--- src/hw/rtl/b32c_pkg.sv ---
// shared types, constants and alphabet functions for the base32 stream codec
package b32c_pkg;

   localparam logic [4:0] ALPHA_SPLIT = 5'd26;
   localparam logic [7:0] CHAR_A      = 8'h61;
   localparam logic [7:0] CHAR_TWO    = 8'h32;
   // offset that maps values 26..31 onto '2'..'7'
   localparam logic [7:0] DIGIT_BIAS  = CHAR_TWO - {3'b000, ALPHA_SPLIT};

   localparam logic MODE_ENCODE = 1'b0;
   localparam logic MODE_DECODE = 1'b1;

   localparam int RESULTS_MAX = 3;

   // one queued work entry: up to three results caused by a single input item
   typedef struct packed {
      logic [RESULTS_MAX-1:0][7:0] sym;
      logic [1:0]                  last_idx;
      logic                        eom;
      logic                        no_data;
   } b32c_entry_type;

   typedef struct packed {
      logic       mode;
      logic [2:0] pend_cnt;
   } b32c_status_type;

   function automatic logic [7:0] to_char(input logic [4:0] v);
      logic [7:0] ch;
      if (v < ALPHA_SPLIT) begin
         ch = CHAR_A + {3'b000, v};
      end else begin
         ch = DIGIT_BIAS + {3'b000, v};
      end
      return ch;
   endfunction

   function automatic logic [4:0] from_char(input logic [7:0] c);
      logic [7:0] diff;
      if (c >= CHAR_A) begin
         diff = c - CHAR_A;
      end else begin
         diff = c - DIGIT_BIAS;
      end
      return diff[4:0];
   endfunction

endpackage

--- src/hw/rtl/base32_stream_codec_core.sv ---
// top level of the streaming base32 encoder/decoder
//
//  channel  direction  handshake          payload
//  req      in         push / full        req_data[7:0], req_end_of_message
//  rsp      out        pop / empty        rsp_symbol[7:0], rsp_last, rsp_no_data
//  csr      in         valid / ready      csr_mode
//
// an item is accepted every cycle while the entry queue has room; the result side
// delivers one result per cycle while rsp_pop keeps up, so encode yields one or two
// results per byte (three on a flushing byte) and decode at most one per character.
// results reach the ports through a queue slot and then the output register.
// synchronous reset clears mode to encode, the pending bits, queue fill and pointers and output valid.
// a stalled rsp side fills the queue and then raises req_full; csr_ready is always high.
module base32_stream_codec_core #(
   parameter int QUEUE_DEPTH = 4
) (
   input  logic       clock,
   input  logic       reset,
   input  logic       req_push,
   output logic       req_full,
   input  logic [7:0] req_data,
   input  logic       req_end_of_message,
   output logic       rsp_empty,
   input  logic       rsp_pop,
   output logic [7:0] rsp_symbol,
   output logic       rsp_last,
   output logic       rsp_no_data,
   input  logic       csr_valid,
   output logic       csr_ready,
   input  logic       csr_mode
);
   import b32c_pkg::*;

   logic            req_accept;
   logic            cfg_we;
   logic            q_push, q_pop, q_full, q_empty;
   b32c_entry_type  q_in_entry, q_head;
   b32c_status_type front_status;

   assign csr_ready  = 1'b1;
   assign cfg_we     = csr_valid && csr_ready;
   assign req_full   = q_full;
   assign req_accept = req_push && !q_full;

   b32c_front u_front (
      .clock      (clock),
      .reset      (reset),
      .item_valid (req_accept),
      .item_data  (req_data),
      .item_eom   (req_end_of_message),
      .cfg_we     (cfg_we),
      .cfg_mode   (csr_mode),
      .q_push     (q_push),
      .q_entry    (q_in_entry),
      .status     (front_status)
   );

   b32c_queue #(
      .DEPTH (QUEUE_DEPTH)
   ) u_queue (
      .clock      (clock),
      .reset      (reset),
      .push       (q_push),
      .push_entry (q_in_entry),
      .pop        (q_pop),
      .head_entry (q_head),
      .full       (q_full),
      .empty      (q_empty)
   );

   b32c_back u_back (
      .clock       (clock),
      .reset       (reset),
      .q_empty     (q_empty),
      .q_head      (q_head),
      .q_pop       (q_pop),
      .rsp_pop     (rsp_pop),
      .rsp_empty   (rsp_empty),
      .rsp_symbol  (rsp_symbol),
      .rsp_last    (rsp_last),
      .rsp_no_data (rsp_no_data)
   );

`ifndef NO_ASSERTIONS
   a_reset_empties: assert property (@(posedge clock)
      reset |=> rsp_empty)
      else $error("result side not empty after reset");

   a_eom_flushes: assert property (@(posedge clock) disable iff (reset)
      (req_accept && req_end_of_message) |=> (front_status.pend_cnt == 3'd0))
      else $error("pending bits left after end of message");

   a_cfg_clears: assert property (@(posedge clock) disable iff (reset)
      cfg_we |=> (front_status.pend_cnt == 3'd0))
      else $error("pending bits left after mode write");

   a_encode_pending: assert property (@(posedge clock) disable iff (reset)
      (front_status.mode == MODE_ENCODE) |-> (front_status.pend_cnt < 3'd5))
      else $error("encode holds a full group unsent");
`endif

endmodule

--- src/hw/rtl/b32c_front.sv ---
// front end: bit accumulator, encode/decode of one item into a work entry
module b32c_front (
   input  logic                     clock,
   input  logic                     reset,
   input  logic                     item_valid,
   input  logic [7:0]               item_data,
   input  logic                     item_eom,
   input  logic                     cfg_we,
   input  logic                     cfg_mode,
   output logic                     q_push,
   output b32c_pkg::b32c_entry_type q_entry,
   output b32c_pkg::b32c_status_type status
);
   import b32c_pkg::*;

   logic       mode_ff, mode_in;
   logic [6:0] acc_ff, acc_in;
   logic [2:0] cnt_ff, cnt_in;

   // encode path
   logic [11:0] enc_acc;
   logic [3:0]  enc_cnt;
   logic [3:0]  enc_sh0, enc_sh1;
   logic        enc_two;
   logic [2:0]  enc_rem;
   logic        enc_tail_en;
   logic [2:0]  enc_tail_sh;
   logic [11:0] enc_tail_word;
   logic [11:0] enc_mask;
   logic [7:0]  enc_s0, enc_s1, enc_tail;

   // decode path
   logic [4:0]  dec_val;
   logic [11:0] dec_acc;
   logic [3:0]  dec_cnt;
   logic        dec_emit;
   logic [3:0]  dec_sh;
   logic [2:0]  dec_rem;
   logic [11:0] dec_mask;
   logic [7:0]  dec_byte;

   always_comb begin
      enc_acc       = {acc_ff[3:0], item_data};
      enc_cnt       = {1'b0, cnt_ff} + 4'd8;
      enc_sh0       = enc_cnt - 4'd5;
      enc_sh1       = enc_cnt - 4'd10;
      enc_two       = enc_cnt >= 4'd10;
      enc_rem       = enc_two ? enc_sh1[2:0] : enc_sh0[2:0];
      enc_tail_en   = item_eom && (enc_rem != 3'd0);
      enc_tail_sh   = 3'd5 - enc_rem;
      enc_tail_word = enc_acc << enc_tail_sh;
      enc_mask      = (12'd1 << enc_rem) - 12'd1;
      enc_s0        = to_char(5'(enc_acc >> enc_sh0));
      enc_s1        = to_char(5'(enc_acc >> enc_sh1));
      enc_tail      = to_char(enc_tail_word[4:0]);

      dec_val  = from_char(item_data);
      dec_acc  = {acc_ff, dec_val};
      dec_cnt  = {1'b0, cnt_ff} + 4'd5;
      dec_emit = dec_cnt >= 4'd8;
      dec_sh   = dec_cnt - 4'd8;
      dec_rem  = dec_emit ? dec_sh[2:0] : dec_cnt[2:0];
      dec_mask = (12'd1 << dec_rem) - 12'd1;
      dec_byte = 8'(dec_acc >> dec_sh);
   end

   always_comb begin
      q_entry     = '0;
      q_entry.eom = item_eom;
      if (mode_ff == MODE_ENCODE) begin
         q_entry.sym[0] = enc_s0;
         q_entry.sym[1] = enc_two ? enc_s1 : enc_tail;
         q_entry.sym[2] = enc_tail;
         if (enc_two) begin
            q_entry.last_idx = enc_tail_en ? 2'd2 : 2'd1;
         end else begin
            q_entry.last_idx = enc_tail_en ? 2'd1 : 2'd0;
         end
         q_push = item_valid;
      end else begin
         q_entry.sym[0]  = dec_emit ? dec_byte : 8'h00;
         q_entry.no_data = !dec_emit;
         q_push          = item_valid && (dec_emit || item_eom);
      end
   end

   always_comb begin
      mode_in = mode_ff;
      acc_in  = acc_ff;
      cnt_in  = cnt_ff;
      if (cfg_we) begin
         mode_in = cfg_mode;
         acc_in  = '0;
         cnt_in  = '0;
      end else if (item_valid) begin
         if (item_eom) begin
            acc_in = '0;
            cnt_in = '0;
         end else if (mode_ff == MODE_ENCODE) begin
            acc_in = 7'(enc_acc & enc_mask);
            cnt_in = enc_rem;
         end else begin
            acc_in = 7'(dec_acc & dec_mask);
            cnt_in = dec_rem;
         end
      end
   end

   always_ff @(posedge clock) begin
      if (reset) begin
         mode_ff <= MODE_ENCODE;
         acc_ff  <= '0;
         cnt_ff  <= '0;
      end else begin
         mode_ff <= mode_in;
         acc_ff  <= acc_in;
         cnt_ff  <= cnt_in;
      end
   end

   assign status.mode     = mode_ff;
   assign status.pend_cnt = cnt_ff;

endmodule

--- src/hw/rtl/b32c_queue.sv ---
// short queue of work entries between the front and back ends
module b32c_queue #(
   parameter int DEPTH = 4
) (
   input  logic                     clock,
   input  logic                     reset,
   input  logic                     push,
   input  b32c_pkg::b32c_entry_type push_entry,
   input  logic                     pop,
   output b32c_pkg::b32c_entry_type head_entry,
   output logic                     full,
   output logic                     empty
);
   import b32c_pkg::*;

   localparam int AW = (DEPTH > 1) ? $clog2(DEPTH) : 1;

   b32c_entry_type   slot_ff [DEPTH];
   logic [AW-1:0]    wr_ptr_ff, wr_ptr_in;
   logic [AW-1:0]    rd_ptr_ff, rd_ptr_in;
   logic [AW:0]      fill_ff, fill_in;
   logic             do_push, do_pop;

   assign full       = fill_ff == (AW+1)'(DEPTH);
   assign empty      = fill_ff == '0;
   assign do_push    = push && !full;
   assign do_pop     = pop && !empty;
   assign head_entry = slot_ff[rd_ptr_ff];

   always_comb begin
      wr_ptr_in = wr_ptr_ff;
      rd_ptr_in = rd_ptr_ff;
      fill_in   = fill_ff;
      if (do_push) begin
         wr_ptr_in = (wr_ptr_ff == AW'(DEPTH - 1)) ? '0 : wr_ptr_ff + 1'b1;
      end
      if (do_pop) begin
         rd_ptr_in = (rd_ptr_ff == AW'(DEPTH - 1)) ? '0 : rd_ptr_ff + 1'b1;
      end
      if (do_push && !do_pop) begin
         fill_in = fill_ff + 1'b1;
      end else if (do_pop && !do_push) begin
         fill_in = fill_ff - 1'b1;
      end
   end

   always_ff @(posedge clock) begin
      if (reset) begin
         wr_ptr_ff <= '0;
         rd_ptr_ff <= '0;
         fill_ff   <= '0;
      end else begin
         wr_ptr_ff <= wr_ptr_in;
         rd_ptr_ff <= rd_ptr_in;
         fill_ff   <= fill_in;
      end
   end

   always_ff @(posedge clock) begin
      if (do_push) begin
         slot_ff[wr_ptr_ff] <= push_entry;
      end
   end

endmodule

--- src/hw/rtl/b32c_back.sv ---
// back end: walks the results of the head entry into the output register
module b32c_back (
   input  logic                     clock,
   input  logic                     reset,
   input  logic                     q_empty,
   input  b32c_pkg::b32c_entry_type q_head,
   output logic                     q_pop,
   input  logic                     rsp_pop,
   output logic                     rsp_empty,
   output logic [7:0]               rsp_symbol,
   output logic                     rsp_last,
   output logic                     rsp_no_data
);
   import b32c_pkg::*;

   logic       out_valid_ff, out_valid_in;
   logic [1:0] idx_ff, idx_in;
   logic [7:0] sym_ff;
   logic       last_ff;
   logic       no_data_ff;
   logic       load, take, at_end;
   logic [7:0] sel_sym;

   assign load   = !out_valid_ff || rsp_pop;
   assign take   = load && !q_empty;
   assign at_end = idx_ff == q_head.last_idx;
   assign q_pop  = take && at_end;

   always_comb begin
      case (idx_ff)
         2'd0:    sel_sym = q_head.sym[0];
         2'd1:    sel_sym = q_head.sym[1];
         default: sel_sym = q_head.sym[2];
      endcase
   end

   always_comb begin
      out_valid_in = out_valid_ff;
      idx_in       = idx_ff;
      if (take) begin
         out_valid_in = 1'b1;
         idx_in       = at_end ? 2'd0 : idx_ff + 2'd1;
      end else if (load) begin
         out_valid_in = 1'b0;
      end
   end

   always_ff @(posedge clock) begin
      if (reset) begin
         out_valid_ff <= 1'b0;
         idx_ff       <= '0;
      end else begin
         out_valid_ff <= out_valid_in;
         idx_ff       <= idx_in;
      end
   end

   always_ff @(posedge clock) begin
      if (take) begin
         sym_ff     <= sel_sym;
         last_ff    <= at_end && q_head.eom;
         no_data_ff <= q_head.no_data;
      end
   end

   assign rsp_empty   = !out_valid_ff;
   assign rsp_symbol  = sym_ff;
   assign rsp_last    = last_ff;
   assign rsp_no_data = no_data_ff;

endmodule
--- config.mk ---
export PLATFORM = sky130hd
export DESIGN_NAME = base32_stream_codec_core
export DESIGN_NICKNAME = d
export VERILOG_FILES = /design/src/hw/rtl/b32c_pkg.sv /design/src/hw/rtl/base32_stream_codec_core.sv /design/src/hw/rtl/b32c_front.sv /design/src/hw/rtl/b32c_queue.sv /design/src/hw/rtl/b32c_back.sv
export SDC_FILE = /design/constraint.sdc
export NUM_CORES = 1
export LEC_CHECK = 0
export BUFFER_PORTS_ARGS = -buffer_cell sky130_fd_sc_hd__buf_4
export CORE_UTILIZATION = 60
export DETAILED_ROUTE_END_ITERATION = 12
export GPL_ROUTABILITY_DRIVEN = 0
export PLACE_DENSITY = 0.76
export RECOVER_POWER = 25
export SLEW_MARGIN = 20
export SYNTH_ARGS = -nofsm -noshare
export SYNTH_HDL_FRONTEND = slang
export SYNTH_SLANG_ARGS = --single-unit
export TNS_END_PERCENT = 20
--- constraint.sdc ---
create_clock -name clock -period 11.6 [get_ports clock]
set_clock_uncertainty 0.2 [all_clocks]
set_input_delay 1.16 -clock clock [delete_from_list [all_inputs] [get_ports clock]]
set_output_delay 1.16 -clock clock [all_outputs]
set_load 0.02 [all_outputs]
==> out/summary.txt <==
Pwr per Cell Area = 196 nW/um^2
Crit. End Element = flip-flop
Core Box Area = 14000 um^2
post-cts resize count = 0
Initial Util = 62.0%
CP startpoint kind = flip-flop
critical path cell sequence = inv_1 -> ha_1 -> clkbuf_1 -> mux4_2 -> nand2_1 -> a21oi_1 -> ha_1 -> inv_1 -> a311oi_4 -> xor2_1 -> o32a_1 -> o21ai_1
TritonCTS Sinks = 145
Post-CTS Setup Bufs = 0
max_slew headroom = -46.0%
r2r worst-path depth = 12
Syn Area/Cell = 11.8 um^2
DR DRC count = 0
Cell variety after synth = 89
WL/cell = 21.3 um
vias in the first global route = 5965
Arr. time, crit path = 5.56 ns
leakage = 3.23 nW
CP Class = flip-flop to flip-flop
worst hold path type = flip-flop to flip-flop
Main synth FF type = edfxtp_1
P&R area growth vs syn = 8.52%
Worst R2R End = u_queue.slot_ff[0][4]$_DFFE_PP_
slowest stage delay, CP = 1.31 ns
post-route ant nets = 0
max-slew violations = 157
grt ovf = 0
hold_buf cts = 0
Worst Hold Margin = 0.276 ns
WP data required = 11.54 ns
H-tree depth = 4
RSZ-0062 raised after global routing = no
routed via count = 6149
EDFF count, synth = 122
mapped cell area = 8710 um^2
Synth Register Bits = 145
register-to-register setup slack = 5.98 ns
Num CTS Buffers = 17
# rows = 43
CTS tree = built
Synth warnings = 0
Post-synth ARST share = 0%
Synth area leader = edfxtp_1
initial antenna violation count = 0
Reg2Reg Launch Point = u_front.cnt_ff[1]$_SDFFE_PP0N_
post-synth top area share = 42.1%
fin area = 9450 um^2
Seq/Total Area, Yosys = 47.4%
slowest stage cell, crit path = clkbuf_1
Routed WL = 20.0 mm
CTS clk-pin slew, worst paths = 0.07 ns
die height = 122 um
final worst path period share = 48.5%
Post-DP Area = 8880 um^2
global-route wire length before repair = 31.7 mm
VDD IR-drop max = 115 uV
Cells on Worst Hold Path = 2
Ant. Diodes = 0
post-DP HPWL = 13.4 mm
failing checks = capacitance limit, slew limit
port bufs = 26
GRT Total Usage = 28.4%
main area contributors after synthesis = edfxtp_1 (42%), mux4_2 (10%), dfxtp_1 (5.3%), ha_1 (4.5%), mux2i_1 (2.6%)
CTS max path bufs = 2
Fmax achieved = 178 MHz
fraction of layout cells with a size suffix above 1 = 16.8%
die footprint = 15000 um^2
max cap viols = 5
# IOs = 28
worst-path maximum fanout = 40
CTS Root Cell = clkbuf_16
largest net degree at the start of global routing = 61
1st-pass router iterations = 5
min Tclk post-route = 5.62 ns
cells after synthesis = 740
# setup viols final = 0
final hold vios = 0
drt initial violations = 648
Post-Route Setup TNS = 0 ns
chip width = 122 um
clk_lat worst skew = 0.43 ns
Least-Margin Pin Slew = 2.19 ns
vias per inst = 6.54
hold endpoint = u_back.out_valid_ff$_SDFFE_PP0P_
Final #Nets = 794
status = complete, but fails checks
min-delay src = u_back.out_valid_ff$_SDFFE_PP0P_
[per-layer routing]
layer	share of wire, %	vias up	global-route usage (%)
met5	0	-	0
met2	50	280	46.4
met4	3.1	0	12.5
met1	41	2992	37.4
met3	6.3	51	4.69
li1	-	2826	-
[flip-flops by register name (all words and copies together), names as in the netlist, 2 cells and up, named ones only]
name	flops
u_back.idx_ff	2
u_front.cnt_ff	3
u_queue.rd_ptr_ff	2
u_back.rsp_symbol	8
u_queue.fill_ff	3
u_front.acc_ff	7
u_queue.slot_ff	112
u_queue.wr_ptr_ff	2
[how the worst max path moves through the flow]
stage | from | end | slack, ns | cells past startpoint
4_1_cts | u_front.cnt_ff[1]$_SDFFE_PP0N_ | u_queue.slot_ff[1][15]$_DFFE_PP_ | 6.64 | 16
3_5_place_dp | u_front.cnt_ff[1]$_SDFFE_PP0N_ | u_queue.slot_ff[1][15]$_DFFE_PP_ | 6.64 | 16
2_1_floorplan | u_front.cnt_ff[0]$_SDFFE_PP0N_ | u_queue.slot_ff[0][15]$_DFFE_PP_ | 7.71 | 19
3_3_place_gp | u_front.cnt_ff[1]$_SDFFE_PP0N_ | u_queue.slot_ff[0][15]$_DFFE_PP_ | 7.06 | 16
6_report | u_front.cnt_ff[1]$_SDFFE_PP0N_ | u_queue.slot_ff[0][4]$_DFFE_PP_ | 5.98 | 12
5_1_grt | u_front.cnt_ff[1]$_SDFFE_PP0N_ | u_queue.slot_ff[0][4]$_DFFE_PP_ | 5.58 | 12
[layout by cell type, fill, tap and decap left out, types with 13 or more instances in the layout]
master / n
nand3_1: 27
clkbuf_1: 15
mux2i_1: 23
inv_1: 40
mux4_2: 40
xnor2_1: 13
dfxtp_1: 22
clkbuf_16: 17
a21oi_1: 37
nand2_1: 59
o21ai_0: 36
ha_1: 31
nor2_1: 53
buf_4: 14
edfxtp_1: 122
[Yosys cell counts (18+ instances only)]
library cell,number
inv_1,40
nand3_1,27
mux2i_1,23
ha_1,31
nor2_1,52
o21ai_0,36
edfxtp_1,122
nand2_1,59
dfxtp_1,23
mux4_2,40
a21oi_1,37
clkbuf_1,18
[worst max-delay path: cells and delay by family, from the launching register on]
| family | cells | cell delay (ns) |
|---|---|---|
| multiplexers | 1 | 0.47 |
| AO/OA/AOI/OAI | 4 | 0.97 |
| adder cells (fa/ha/maj) | 2 | 0.70 |
| buffers and inverters | 3 | 1.72 |
| flip-flops | 1 | 0.94 |
| XOR/XNOR | 1 | 0.23 |
| AND/OR/NAND/NOR | 1 | 0.06 |
[logic make-up (layout without fill, tap and decap cells)]
group | Yosys count | in the layout | synth area share [%]
simple gates | 195 | 195 | 10.7
compound gates | 181 | 181 | 14.7
flops | 145 | 145 | 47.4
buf+inv | 90 | 103 | 5.35
mux | 74 | 74 | 14.7
fa+ha+maj | 32 | 32 | 4.68
xor+xnor | 21 | 21 | 2.37
other cells | 2 | 9 | 0.0863
[metrics by stage]
stage	instances	total power [mW]	setup WS, ns	util [%]
global route	940	1.93	5.58	67.3
finish	940	1.85	5.98	67.3
detailed placement	908	1.29	6.64	63.2
global placement	908	1.26	7.06	63.2
floorplan	747	1.13	7.71	-
CTS	940	1.87	6.64	67.7
[where the power goes]
group          switching [mW]  internal, mW
clock network           0.220         0.362
registers              0.0577         0.682
logic                   0.314         0.213
total                   0.591          1.26
[area by class of cell]
class | instances | area [um^2]
clock buffers | 17 | 425
clock inverters | 15 | 208
fillers | 1016 | 4590
inverters | 41 | 154
multi-input cells | 512 | 4140
flip-flops and latches | 145 | 4130
well taps | 180 | 225
repair buffers | 30 | 169
(Power assumes the default switching activity.)
